**config.mk**
```make
export PLATFORM = sky130hd
export DESIGN_NAME = clock_setting_display_controller_flat
export DESIGN_NICKNAME = d
export VERILOG_FILES = /design/src/hw/rtl/csdc_pkg.sv /design/src/hw/rtl/csdc_if.sv /design/src/hw/rtl/clock_setting_display_controller.sv /design/src/hw/rtl/csdc_core.sv /design/src/flat_wrapper.sv
export SDC_FILE = /design/constraint.sdc
export NUM_CORES = 1
export LEC_CHECK = 0
export BUFFER_PORTS_ARGS = -buffer_cell sky130_fd_sc_hd__buf_2
export CAP_MARGIN = 5
export CORE_MARGIN = 2
export CORE_UTILIZATION = 47
export CTS_CLUSTER_SIZE = 8
export DETAILED_ROUTE_END_ITERATION = 8
export PLACE_DENSITY = 0.79
export RECOVER_POWER = 25
export SYNTH_ARGS = -nofsm -noshare
export SYNTH_HDL_FRONTEND = slang
export SYNTH_HIERARCHICAL = 1
export SYNTH_SLANG_ARGS = --single-unit
export TNS_END_PERCENT = 1
```
**constraint.sdc**
```tcl
create_clock -name clk_i -period 11.9 [get_ports clk_i]
set_clock_uncertainty 0.05 [all_clocks]
set_input_delay 2.38 -clock clk_i [delete_from_list [all_inputs] [get_ports clk_i]]
set_output_delay 2.38 -clock clk_i [all_outputs]
set_load 0.01 [all_outputs]
```
**src/hw/rtl/csdc_pkg.sv**
```systemverilog
// ----------------------------------------------------------------------------
// csdc_pkg: clock setting display controller package
// Shared types, codes and helper functions for the controller.
// ----------------------------------------------------------------------------
package csdc_pkg;

  // event codes carried by the mode field
  localparam logic [1:0] EvtPoll = 2'd0;
  localparam logic [1:0] EvtTime = 2'd1;
  localparam logic [1:0] EvtTick = 2'd2;

  // field selection codes; any other value means no field
  localparam logic [1:0] FieldHours   = 2'd0;
  localparam logic [1:0] FieldMinutes = 2'd1;
  localparam logic [1:0] FieldNone    = 2'd2;

  localparam logic [15:0] TimeoutReset = 16'd200;
  localparam logic [3:0]  HoursMax     = 4'd12;
  localparam logic [5:0]  MinutesMax   = 6'd59;
  localparam logic [6:0]  Hours12Bit   = 7'h40;

  typedef enum logic [1:0] {
    ModeIdle     = 2'd0,
    ModeSettings = 2'd1,
    ModeTimeout  = 2'd2
  } clock_mode_e;

  typedef struct packed {
    logic [1:0] mode;
    logic       button1_level;
    logic       button2_level;
    logic [7:0] rtc_seconds_byte;
    logic [7:0] rtc_minutes_byte;
    logic [7:0] rtc_hours_byte;
  } csdc_in_t;

  typedef struct packed {
    logic       display_valid;
    logic [6:0] seg_minute_ones;
    logic [6:0] seg_minute_tens;
    logic [6:0] seg_hour_ones;
    logic [6:0] seg_hour_tens;
    logic       led_level;
    logic       rtc_write_valid;
    logic [7:0] rtc_seconds_out;
    logic [7:0] rtc_minutes_out;
    logic [6:0] rtc_hours_out;
  } csdc_res_t;

  // seven-segment pattern, bit 0 is segment a; above nine is blank
  function automatic logic [6:0] seg_of(input logic [3:0] d);
    logic [6:0] s;
    case (d)
      4'd0:    s = 7'b0111111;
      4'd1:    s = 7'b0000110;
      4'd2:    s = 7'b1011011;
      4'd3:    s = 7'b1001111;
      4'd4:    s = 7'b1100110;
      4'd5:    s = 7'b1101101;
      4'd6:    s = 7'b1111101;
      4'd7:    s = 7'b0000111;
      4'd8:    s = 7'b1111111;
      4'd9:    s = 7'b1101111;
      default: s = 7'b0000000;
    endcase
    return s;
  endfunction

  // minutes into {tens, ones}
  function automatic logic [7:0] split_min(input logic [5:0] m);
    logic [3:0] t;
    logic [5:0] r;
    t = 4'd0;
    r = m;
    if (m >= 6'd60) begin
      t = 4'd6;
      r = m - 6'd60;
    end else if (m >= 6'd50) begin
      t = 4'd5;
      r = m - 6'd50;
    end else if (m >= 6'd40) begin
      t = 4'd4;
      r = m - 6'd40;
    end else if (m >= 6'd30) begin
      t = 4'd3;
      r = m - 6'd30;
    end else if (m >= 6'd20) begin
      t = 4'd2;
      r = m - 6'd20;
    end else if (m >= 6'd10) begin
      t = 4'd1;
      r = m - 6'd10;
    end
    return {t, r[3:0]};
  endfunction

  // hours into {tens, ones}
  function automatic logic [7:0] split_hr(input logic [3:0] h);
    logic [7:0] v;
    if (h >= 4'd10) begin
      v = {4'd1, h - 4'd10};
    end else begin
      v = {4'd0, h};
    end
    return v;
  endfunction

endpackage

```
**src/hw/rtl/csdc_if.sv**
```systemverilog
// ----------------------------------------------------------------------------
// csdc_if: controller channel interfaces
// Valid/ready channels for event words in and result words out.
// ----------------------------------------------------------------------------
interface csdc_req_if;
  logic       valid;
  logic       ready;
  logic [1:0] mode;
  logic       button1_level;
  logic       button2_level;
  logic [7:0] rtc_seconds_byte;
  logic [7:0] rtc_minutes_byte;
  logic [7:0] rtc_hours_byte;

  modport source (
    output valid, mode, button1_level, button2_level,
           rtc_seconds_byte, rtc_minutes_byte, rtc_hours_byte,
    input  ready
  );
  modport sink (
    input  valid, mode, button1_level, button2_level,
           rtc_seconds_byte, rtc_minutes_byte, rtc_hours_byte,
    output ready
  );
endinterface

interface csdc_res_if;
  logic       valid;
  logic       ready;
  logic       display_valid;
  logic [6:0] seg_minute_ones;
  logic [6:0] seg_minute_tens;
  logic [6:0] seg_hour_ones;
  logic [6:0] seg_hour_tens;
  logic       led_level;
  logic       rtc_write_valid;
  logic [7:0] rtc_seconds_out;
  logic [7:0] rtc_minutes_out;
  logic [6:0] rtc_hours_out;

  modport source (
    output valid, display_valid, seg_minute_ones, seg_minute_tens,
           seg_hour_ones, seg_hour_tens, led_level, rtc_write_valid,
           rtc_seconds_out, rtc_minutes_out, rtc_hours_out,
    input  ready
  );
  modport sink (
    input  valid, display_valid, seg_minute_ones, seg_minute_tens,
           seg_hour_ones, seg_hour_tens, led_level, rtc_write_valid,
           rtc_seconds_out, rtc_minutes_out, rtc_hours_out,
    output ready
  );
endinterface

```
**src/hw/rtl/clock_setting_display_controller.sv**
```systemverilog
// ----------------------------------------------------------------------------
// clock_setting_display_controller: clock setting and display controller
// Each accepted event word waits in the input register until the result
// register is free or draining; one word per cycle sustained while res_o.ready
// holds. Input register -> event logic in csdc_core -> result register;
// a word is taken while the result register drains in the same cycle.
// Reset (rst_ni low, asynchronous): idle, digits 10:52:53, LED off,
// timeout limit 200 ticks, passed when the tick count exceeds it; both stages empty.
// ----------------------------------------------------------------------------
module clock_setting_display_controller
  import csdc_pkg::*;
(
  input  logic        clk_i,
  input  logic        rst_ni,
  input  logic        cfg_we_i,
  input  logic [15:0] cfg_wdata_i,
  csdc_req_if.sink    req_i,
  csdc_res_if.source  res_o
);

  // input stage
  csdc_in_t  in_q;
  logic      in_vld_q;
  // result stage
  csdc_res_t out_q, res;
  logic      out_vld_q;
  // the held word is processed when the result register is free or draining
  logic      fire;

  assign fire        = in_vld_q && (!out_vld_q || res_o.ready);
  assign req_i.ready = !in_vld_q || fire;

  always_ff @(posedge clk_i or negedge rst_ni) begin
    if (!rst_ni) begin
      in_vld_q <= 1'b0;
    end else if (req_i.ready) begin
      in_vld_q <= req_i.valid;
    end
  end

  always_ff @(posedge clk_i) begin
    if (req_i.valid && req_i.ready) begin
      in_q.mode             <= req_i.mode;
      in_q.button1_level    <= req_i.button1_level;
      in_q.button2_level    <= req_i.button2_level;
      in_q.rtc_seconds_byte <= req_i.rtc_seconds_byte;
      in_q.rtc_minutes_byte <= req_i.rtc_minutes_byte;
      in_q.rtc_hours_byte   <= req_i.rtc_hours_byte;
    end
  end

  // state updates only on fire, so events apply strictly in order
  csdc_core u_core (
    .clk_i       (clk_i),
    .rst_ni      (rst_ni),
    .fire_i      (fire),
    .word_i      (in_q),
    .cfg_we_i    (cfg_we_i),
    .cfg_wdata_i (cfg_wdata_i),
    .res_o       (res)
  );

  always_ff @(posedge clk_i or negedge rst_ni) begin
    if (!rst_ni) begin
      out_vld_q <= 1'b0;
    end else if (fire) begin
      out_vld_q <= 1'b1;
    end else if (res_o.ready) begin
      out_vld_q <= 1'b0;
    end
  end

  always_ff @(posedge clk_i) begin
    if (fire) begin
      out_q <= res;
    end
  end

  assign res_o.valid           = out_vld_q;
  assign res_o.display_valid   = out_q.display_valid;
  assign res_o.seg_minute_ones = out_q.seg_minute_ones;
  assign res_o.seg_minute_tens = out_q.seg_minute_tens;
  assign res_o.seg_hour_ones   = out_q.seg_hour_ones;
  assign res_o.seg_hour_tens   = out_q.seg_hour_tens;
  assign res_o.led_level       = out_q.led_level;
  assign res_o.rtc_write_valid = out_q.rtc_write_valid;
  assign res_o.rtc_seconds_out = out_q.rtc_seconds_out;
  assign res_o.rtc_minutes_out = out_q.rtc_minutes_out;
  assign res_o.rtc_hours_out   = out_q.rtc_hours_out;

  // a processed word always lands in the result register
  a_fire_result : assert property (@(posedge clk_i) disable iff (!rst_ni)
    fire |=> res_o.valid)
    else $error("processed word produced no result");

  // write-back and display update never share a result
  a_write_no_disp : assert property (@(posedge clk_i) disable iff (!rst_ni)
    (res_o.valid && res_o.rtc_write_valid) |-> !res_o.display_valid)
    else $error("write-back result also carries a display update");

  // write-back always flags 12-hour mode
  a_write_12h : assert property (@(posedge clk_i) disable iff (!rst_ni)
    (res_o.valid && res_o.rtc_write_valid) |-> res_o.rtc_hours_out[6])
    else $error("write-back hours byte lacks the 12-hour bit");

endmodule

```
**src/hw/rtl/csdc_core.sv**
```systemverilog
// ----------------------------------------------------------------------------
// csdc_core: controller state and event logic
// Holds the clock state and computes one result word per event word.
// ----------------------------------------------------------------------------
module csdc_core
  import csdc_pkg::*;
(
  input  logic        clk_i,
  input  logic        rst_ni,
  input  logic        fire_i,
  input  csdc_in_t    word_i,
  input  logic        cfg_we_i,
  input  logic [15:0] cfg_wdata_i,
  output csdc_res_t   res_o
);

  clock_mode_e mode_q, mode_d;
  logic        b1_last_q, b1_last_d, b2_last_q, b2_last_d;
  logic        p1_q, p1_d, p2_q, p2_d;
  logic [1:0]  fsel_q, fsel_d;
  logic        blink_q, blink_d;
  logic [15:0] cnt_q, cnt_d, cnt_inc;
  logic [5:0]  set_min_q, set_min_d;
  logic [3:0]  set_hr_q, set_hr_d;
  logic [3:0]  dig_q [6];
  logic [3:0]  dig_d [6];
  logic        led_q, led_d;
  logic [15:0] tmo_q;
  logic        show, blank_min, blank_hr;
  logic [7:0]  min_split, hr_split;

  always_comb begin
    mode_d    = mode_q;
    b1_last_d = b1_last_q;
    b2_last_d = b2_last_q;
    p1_d      = p1_q;
    p2_d      = p2_q;
    fsel_d    = fsel_q;
    blink_d   = blink_q;
    cnt_d     = cnt_q;
    set_min_d = set_min_q;
    set_hr_d  = set_hr_q;
    dig_d     = dig_q;
    led_d     = led_q;
    show      = 1'b0;
    blank_min = 1'b0;
    blank_hr  = 1'b0;
    cnt_inc   = cnt_q + 16'd1;
    min_split = 8'd0;
    hr_split  = 8'd0;
    res_o     = '0;

    case (word_i.mode)
      EvtPoll: begin
        p1_d      = p1_q | (word_i.button1_level & ~b1_last_q);
        p2_d      = p2_q | (word_i.button2_level & ~b2_last_q);
        b1_last_d = word_i.button1_level;
        b2_last_d = word_i.button2_level;
        case (mode_q)
          ModeIdle: begin
            if (p1_d) begin
              mode_d = ModeSettings;
              p1_d   = 1'b0;
            end
          end
          ModeSettings: begin
            if (p1_d) begin
              cnt_d  = 16'd0;
              fsel_d = (fsel_q == FieldHours) ? FieldMinutes : FieldHours;
              p1_d   = 1'b0;
            end else if (p2_d) begin
              cnt_d = 16'd0;
              if (fsel_q == FieldHours) begin
                set_hr_d = (set_hr_q + 4'd1 > HoursMax) ? 4'd0 : set_hr_q + 4'd1;
              end else if (fsel_q == FieldMinutes) begin
                set_min_d = (set_min_q + 6'd1 > MinutesMax) ? 6'd0
                                                            : set_min_q + 6'd1;
              end
              if (fsel_q == FieldHours || fsel_q == FieldMinutes) begin
                min_split = split_min(set_min_d);
                hr_split  = split_hr(set_hr_d);
                dig_d[2]  = min_split[3:0];
                dig_d[3]  = min_split[7:4];
                dig_d[4]  = hr_split[3:0];
                dig_d[5]  = hr_split[7:4];
              end
              p2_d = 1'b0;
            end
          end
          default: begin
            // timeout: write the held time back and drop to idle
            res_o.rtc_write_valid = 1'b1;
            res_o.rtc_seconds_out = {dig_q[1], dig_q[0]};
            res_o.rtc_minutes_out = {dig_q[3], dig_q[2]};
            res_o.rtc_hours_out   = {dig_q[5][2:0], dig_q[4]} | Hours12Bit;
            mode_d = ModeIdle;
          end
        endcase
      end
      EvtTime: begin
        if (mode_q == ModeIdle) begin
          dig_d[0] = word_i.rtc_seconds_byte[3:0];
          dig_d[1] = word_i.rtc_seconds_byte[7:4];
          dig_d[2] = word_i.rtc_minutes_byte[3:0];
          dig_d[3] = word_i.rtc_minutes_byte[7:4];
          dig_d[4] = word_i.rtc_hours_byte[3:0];
          dig_d[5] = {3'd0, word_i.rtc_hours_byte[4]};
          show     = 1'b1;
          led_d    = ~led_q;
        end
      end
      EvtTick: begin
        if (mode_q == ModeSettings) begin
          cnt_d = cnt_inc;
          if (!blink_q) begin
            show = 1'b1;
          end else if (fsel_q == FieldMinutes) begin
            show      = 1'b1;
            blank_min = 1'b1;
          end else if (fsel_q == FieldHours) begin
            show     = 1'b1;
            blank_hr = 1'b1;
          end
          blink_d = ~blink_q;
          if (cnt_inc > tmo_q) begin
            mode_d = ModeTimeout;
            cnt_d  = 16'd0;
          end
        end
      end
      default: begin
      end
    endcase

    // the display comes from the digits as they stand after the event
    if (show) begin
      res_o.display_valid   = 1'b1;
      res_o.seg_minute_ones = blank_min ? 7'd0 : seg_of(dig_d[2]);
      res_o.seg_minute_tens = blank_min ? 7'd0 : seg_of(dig_d[3]);
      res_o.seg_hour_ones   = blank_hr  ? 7'd0 : seg_of(dig_d[4]);
      res_o.seg_hour_tens   = blank_hr  ? 7'd0 : seg_of(dig_d[5]);
    end
    res_o.led_level = led_d;
  end

  always_ff @(posedge clk_i or negedge rst_ni) begin
    if (!rst_ni) begin
      mode_q    <= ModeIdle;
      b1_last_q <= 1'b0;
      b2_last_q <= 1'b0;
      p1_q      <= 1'b0;
      p2_q      <= 1'b0;
      fsel_q    <= FieldNone;
      blink_q   <= 1'b0;
      cnt_q     <= 16'd0;
      set_min_q <= 6'd0;
      set_hr_q  <= 4'd0;
      dig_q[0]  <= 4'd3;
      dig_q[1]  <= 4'd5;
      dig_q[2]  <= 4'd2;
      dig_q[3]  <= 4'd5;
      dig_q[4]  <= 4'd0;
      dig_q[5]  <= 4'd1;
      led_q     <= 1'b0;
    end else if (fire_i) begin
      mode_q    <= mode_d;
      b1_last_q <= b1_last_d;
      b2_last_q <= b2_last_d;
      p1_q      <= p1_d;
      p2_q      <= p2_d;
      fsel_q    <= fsel_d;
      blink_q   <= blink_d;
      cnt_q     <= cnt_d;
      set_min_q <= set_min_d;
      set_hr_q  <= set_hr_d;
      dig_q     <= dig_d;
      led_q     <= led_d;
    end
  end

  always_ff @(posedge clk_i or negedge rst_ni) begin
    if (!rst_ni) begin
      tmo_q <= TimeoutReset;
    end else if (cfg_we_i) begin
      tmo_q <= cfg_wdata_i;
    end
  end

endmodule
```
**src/flat_wrapper.sv**
```systemverilog
// flat-port wrapper written by rule: the top's interface ports become plain ports
module clock_setting_display_controller_flat import csdc_pkg::*;
  (clk_i, rst_ni, cfg_we_i, cfg_wdata_i, req_i_valid, req_i_mode, req_i_button1_level, req_i_button2_level, req_i_rtc_seconds_byte, req_i_rtc_minutes_byte, req_i_rtc_hours_byte, req_i_ready, res_o_valid, res_o_display_valid, res_o_seg_minute_ones, res_o_seg_minute_tens, res_o_seg_hour_ones, res_o_seg_hour_tens, res_o_led_level, res_o_rtc_write_valid, res_o_rtc_seconds_out, res_o_rtc_minutes_out, res_o_rtc_hours_out, res_o_ready);
  csdc_req_if req_i_i ();
  csdc_res_if res_o_i ();
  input  logic clk_i;
  input  logic rst_ni;
  input  logic cfg_we_i;
  input  logic [15:0] cfg_wdata_i;
  input wire logic [$bits(req_i_i.valid)-1:0] req_i_valid;
  input wire logic [$bits(req_i_i.mode)-1:0] req_i_mode;
  input wire logic [$bits(req_i_i.button1_level)-1:0] req_i_button1_level;
  input wire logic [$bits(req_i_i.button2_level)-1:0] req_i_button2_level;
  input wire logic [$bits(req_i_i.rtc_seconds_byte)-1:0] req_i_rtc_seconds_byte;
  input wire logic [$bits(req_i_i.rtc_minutes_byte)-1:0] req_i_rtc_minutes_byte;
  input wire logic [$bits(req_i_i.rtc_hours_byte)-1:0] req_i_rtc_hours_byte;
  output wire logic [$bits(req_i_i.ready)-1:0] req_i_ready;
  output wire logic [$bits(res_o_i.valid)-1:0] res_o_valid;
  output wire logic [$bits(res_o_i.display_valid)-1:0] res_o_display_valid;
  output wire logic [$bits(res_o_i.seg_minute_ones)-1:0] res_o_seg_minute_ones;
  output wire logic [$bits(res_o_i.seg_minute_tens)-1:0] res_o_seg_minute_tens;
  output wire logic [$bits(res_o_i.seg_hour_ones)-1:0] res_o_seg_hour_ones;
  output wire logic [$bits(res_o_i.seg_hour_tens)-1:0] res_o_seg_hour_tens;
  output wire logic [$bits(res_o_i.led_level)-1:0] res_o_led_level;
  output wire logic [$bits(res_o_i.rtc_write_valid)-1:0] res_o_rtc_write_valid;
  output wire logic [$bits(res_o_i.rtc_seconds_out)-1:0] res_o_rtc_seconds_out;
  output wire logic [$bits(res_o_i.rtc_minutes_out)-1:0] res_o_rtc_minutes_out;
  output wire logic [$bits(res_o_i.rtc_hours_out)-1:0] res_o_rtc_hours_out;
  input wire logic [$bits(res_o_i.ready)-1:0] res_o_ready;
  assign req_i_i.valid = req_i_valid;
  assign req_i_i.mode = req_i_mode;
  assign req_i_i.button1_level = req_i_button1_level;
  assign req_i_i.button2_level = req_i_button2_level;
  assign req_i_i.rtc_seconds_byte = req_i_rtc_seconds_byte;
  assign req_i_i.rtc_minutes_byte = req_i_rtc_minutes_byte;
  assign req_i_i.rtc_hours_byte = req_i_rtc_hours_byte;
  assign req_i_ready = req_i_i.ready;
  assign res_o_valid = res_o_i.valid;
  assign res_o_display_valid = res_o_i.display_valid;
  assign res_o_seg_minute_ones = res_o_i.seg_minute_ones;
  assign res_o_seg_minute_tens = res_o_i.seg_minute_tens;
  assign res_o_seg_hour_ones = res_o_i.seg_hour_ones;
  assign res_o_seg_hour_tens = res_o_i.seg_hour_tens;
  assign res_o_led_level = res_o_i.led_level;
  assign res_o_rtc_write_valid = res_o_i.rtc_write_valid;
  assign res_o_rtc_seconds_out = res_o_i.rtc_seconds_out;
  assign res_o_rtc_minutes_out = res_o_i.rtc_minutes_out;
  assign res_o_rtc_hours_out = res_o_i.rtc_hours_out;
  assign res_o_i.ready = res_o_ready;
  clock_setting_display_controller u_core (.clk_i(clk_i), .rst_ni(rst_ni), .cfg_we_i(cfg_we_i), .cfg_wdata_i(cfg_wdata_i), .req_i(req_i_i), .res_o(res_o_i));
endmodule
```
==> results by group <==
Worst setup path
  – Critical path class: primary input to async pin
  – Reg2reg end: u_core/res_o.seg_minute_tens[6]
  – CP Cell Sequence: clkbuf_1
  – CP startpoint kind: primary input
  – Worst EP arrival: 5370 ps
  – Buffer and inverter count on the worst path: 1
  – Slowest cell on the critical path: clkbuf_1
  – R2r setup slk: 6610 ps
  – Largest fanout on the critical path: 78
  – Crit. path cell count: 1
  – CP Capture Point: u_core/u_core/set_min_q[2]
  – Max incr delay on CP: 2910 ps
  – FF-to-FF path depth: 17
  – Crit path capture type: async pin
  – Top delay family on crit path: buffers and inverters
  – Worst EP required: 11380 ps
  – Worst Setup SP: rst_ni
  – R2R Path Start: u_core/u_core/set_min_q[1]

Synth
  – Cell Area, Synth: 0.008657 mm2
  – Synth Net Count: 922
  – Synth warnings: 6
  – Synth Area per Inst: 10.51 um2
  – Post-Synthesis Cells: 824

Run status
  – Status: finished with violations
  – Failing checks: capacitance limit, slew limit

Power and ir drop
  – Flop pwr share: 0.409
  – Cell Pwr Density: 173.0 mW/mm2
  – Maximum vdd drop: 0.1072 mV
  – Net Sw Frac: 0.3336
  – Internal Pwr Total: 1.137 mW
  – Lkg Pwr: 4.370 nW
  – NetSw: 569.4 uW
  – Clk pwr share: 0.314
  – Comb power frac: 0.277

Routing
  – Routed Antenna Nets: 0
  – DR WL/cell: 17.23 um
  – Iteration-0 DRC count of the detailed router: 782
  – Vias post-DR: 6769
  – Final wirelength: 19.84 mm
  – Drt drc: 0
  – Drt first pass iters: 5
  – Routed vias/inst: 5.876

Hold path
  – Hold_sp: u_core/in_q[19]
  – Hold WC Path Type: flop to flop

Clocking
  – Root buffer cell: clkbuf_16
  – H-tree levels: 4
  – Clk sinks: 157
  – Clock Latency Late Sink: 420 ps
  – Cells resized by post-CTS repair: 0
  – Largest buffer count on any clock path: 2
  – Hold buffers post-CTS: 0
  – TritonCTS clock tree: yes
  – Num CTS Buffers: 17
  – Reg clk slew, reported paths: 60 ps
  – Post-CTS setup buffer count: 0

Placed design
  – Routability-driven placement congestion ratio: 0.8999
  – Detailed-placement wirelength estimate: 13.70 mm
  – Placed Cells: 1119
  – PortBufs: 101

Floorplan
  – Core ar.: 0.01802 mm2
  – Row cnt: 49
  – Die X: 139.7 um
  – Initial Utilization: 0.4803
  – IO Pins: 105
  – Die Area: 0.01952 mm2
  – Die Span Y: 139.7 um

Global route
  – Vias in the first global route: 6446
  – Gr usage total: 0.2050
  – Grt ovf: 0
  – First-pass GRT wire length: 32.26 mm
  – Largest net degree at the start of global routing: 83
  – Initial antenna violation count: 0

STA
  – Worst-margin pin slew: 4228 ps
  – Worst slew margin: -1.819
  – RSZ-0062 raised after global routing: false
  – Final Max Tran Viols: 79
  – Final setup viols: 0
  – Final Hold Viols: 0
  – Fin crit share: 0.4949
  – Max Fclk: 169.8 MHz
  – Min Clock Period, post-route: 5889 ps
  – Post-route setup TNS: 0 ps

Layout
  – Layout Utilization: 0.5475
  – Fin cells: 1152
  – Nets: 1008
  – Share of cells above drive strength 1: 0.1972
  – Area Overhead vs Synth: 13.99%
  – Antenna cells: 0

Run
  – MaxCap Viol Count: 1
## cell type report
type                    instances  area (um2)
repair buffers                110       559.3
clock buffers                  23       488.0
well taps                     229       286.5
clock inverters                 9       101.3
fillers                      1601        8157
multi-input cells             578        3921
inverters                      46       172.7
flip-flops and latches        157        4339
## worst min-delay path by stage
stage / end / slack [ps] / cells past startpoint
floorplan: u_core/u_core/dig_q[17] / 400 / 1
global placement: u_core/u_core/dig_q[23] / 410 / 1
detailed placement: u_core/u_core/dig_q[23] / 420 / 1
CTS: u_core/u_core/dig_q[23] / 430 / 1
global route: u_core/u_core/dig_q[22] / 450 / 1
finish: u_core/u_core/dig_q[23] / 430 / 1
## layout by cell type (no fill, tap or decap), drive strengths merged, types with 7 or more instances in the layout
| cell type | n |
|---|---|
| mux2 | 16 |
| dfstp | 12 |
| and2 | 10 |
| a22oi | 8 |
| a211oi | 8 |
| ha | 49 |
| a31oi | 8 |
| nand2 | 74 |
| o21ai | 46 |
| nand3 | 21 |
| or3 | 8 |
| xor2 | 7 |
| and3 | 31 |
| nor2 | 55 |
| dfrtp | 66 |
| nand2b | 9 |
| a22o | 16 |
| xnor2 | 11 |
| a21o | 10 |
| a21oi | 56 |
| edfxtp | 79 |
| buf | 104 |
| clkbuf | 29 |
| nor3 | 10 |
| inv | 49 |
| o21a | 12 |
## metrics by stage
| stage | hold WS [ps] | area, um2 | worst slack [ps] | total power [mW] |
|---|---|---|---|---|
| floorplan | 403.9 | 8657 | 6689 | 1.046 |
| global route | 450.7 | 9868 | 5034 | 1.804 |
| finish | 430.5 | 9868 | 6011 | 1.707 |
| global placement | 408.3 | 9303 | 6700 | 1.150 |
| CTS | 431.8 | 9892 | 6681 | 1.711 |
| detailed placement | 417.1 | 9303 | 6682 | 1.167 |
## metal layers
metal,global-route usage,part of all wire
met1,0.2773,0.43
met2,0.3286,0.48
met3,0.04542,0.071
met4,0.06895,0.019
met5,0,0
## power by group through the flow
stage / clock network (mW) / logic, mW / registers (mW)
global placement: 0 / 0.447 / 0.703
CTS: 0.548 / 0.467 / 0.696
global route: 0.572 / 0.526 / 0.707
finish: 0.537 / 0.473 / 0.698
detailed placement: 0 / 0.461 / 0.706
floorplan: 0 / 0.355 / 0.691
## flip-flops by register name, summed over array words and instances, names as in the netlist, 2 cells and up
signal                        cells
u_core/in_q                      25
u_core/res_o.rtc_minutes_out      8
u_core/res_o.rtc_hours_out        7
u_core/res_o.seg_hour_ones        7
u_core/u_core/dig_q              24
u_core/u_core/tmo_q              16
u_core/res_o.seg_hour_tens        7
u_core/u_core/set_hr_q            4
u_core/u_core/fsel_q              2
u_core/res_o.seg_minute_tens      7
u_core/u_core/cnt_q              16
u_core/res_o.rtc_seconds_out      8
u_core/u_core/set_min_q           6
u_core/u_core/mode_q              2
u_core/res_o.seg_minute_ones      7
No activity file was read; power rests on OpenSTA's default activity.
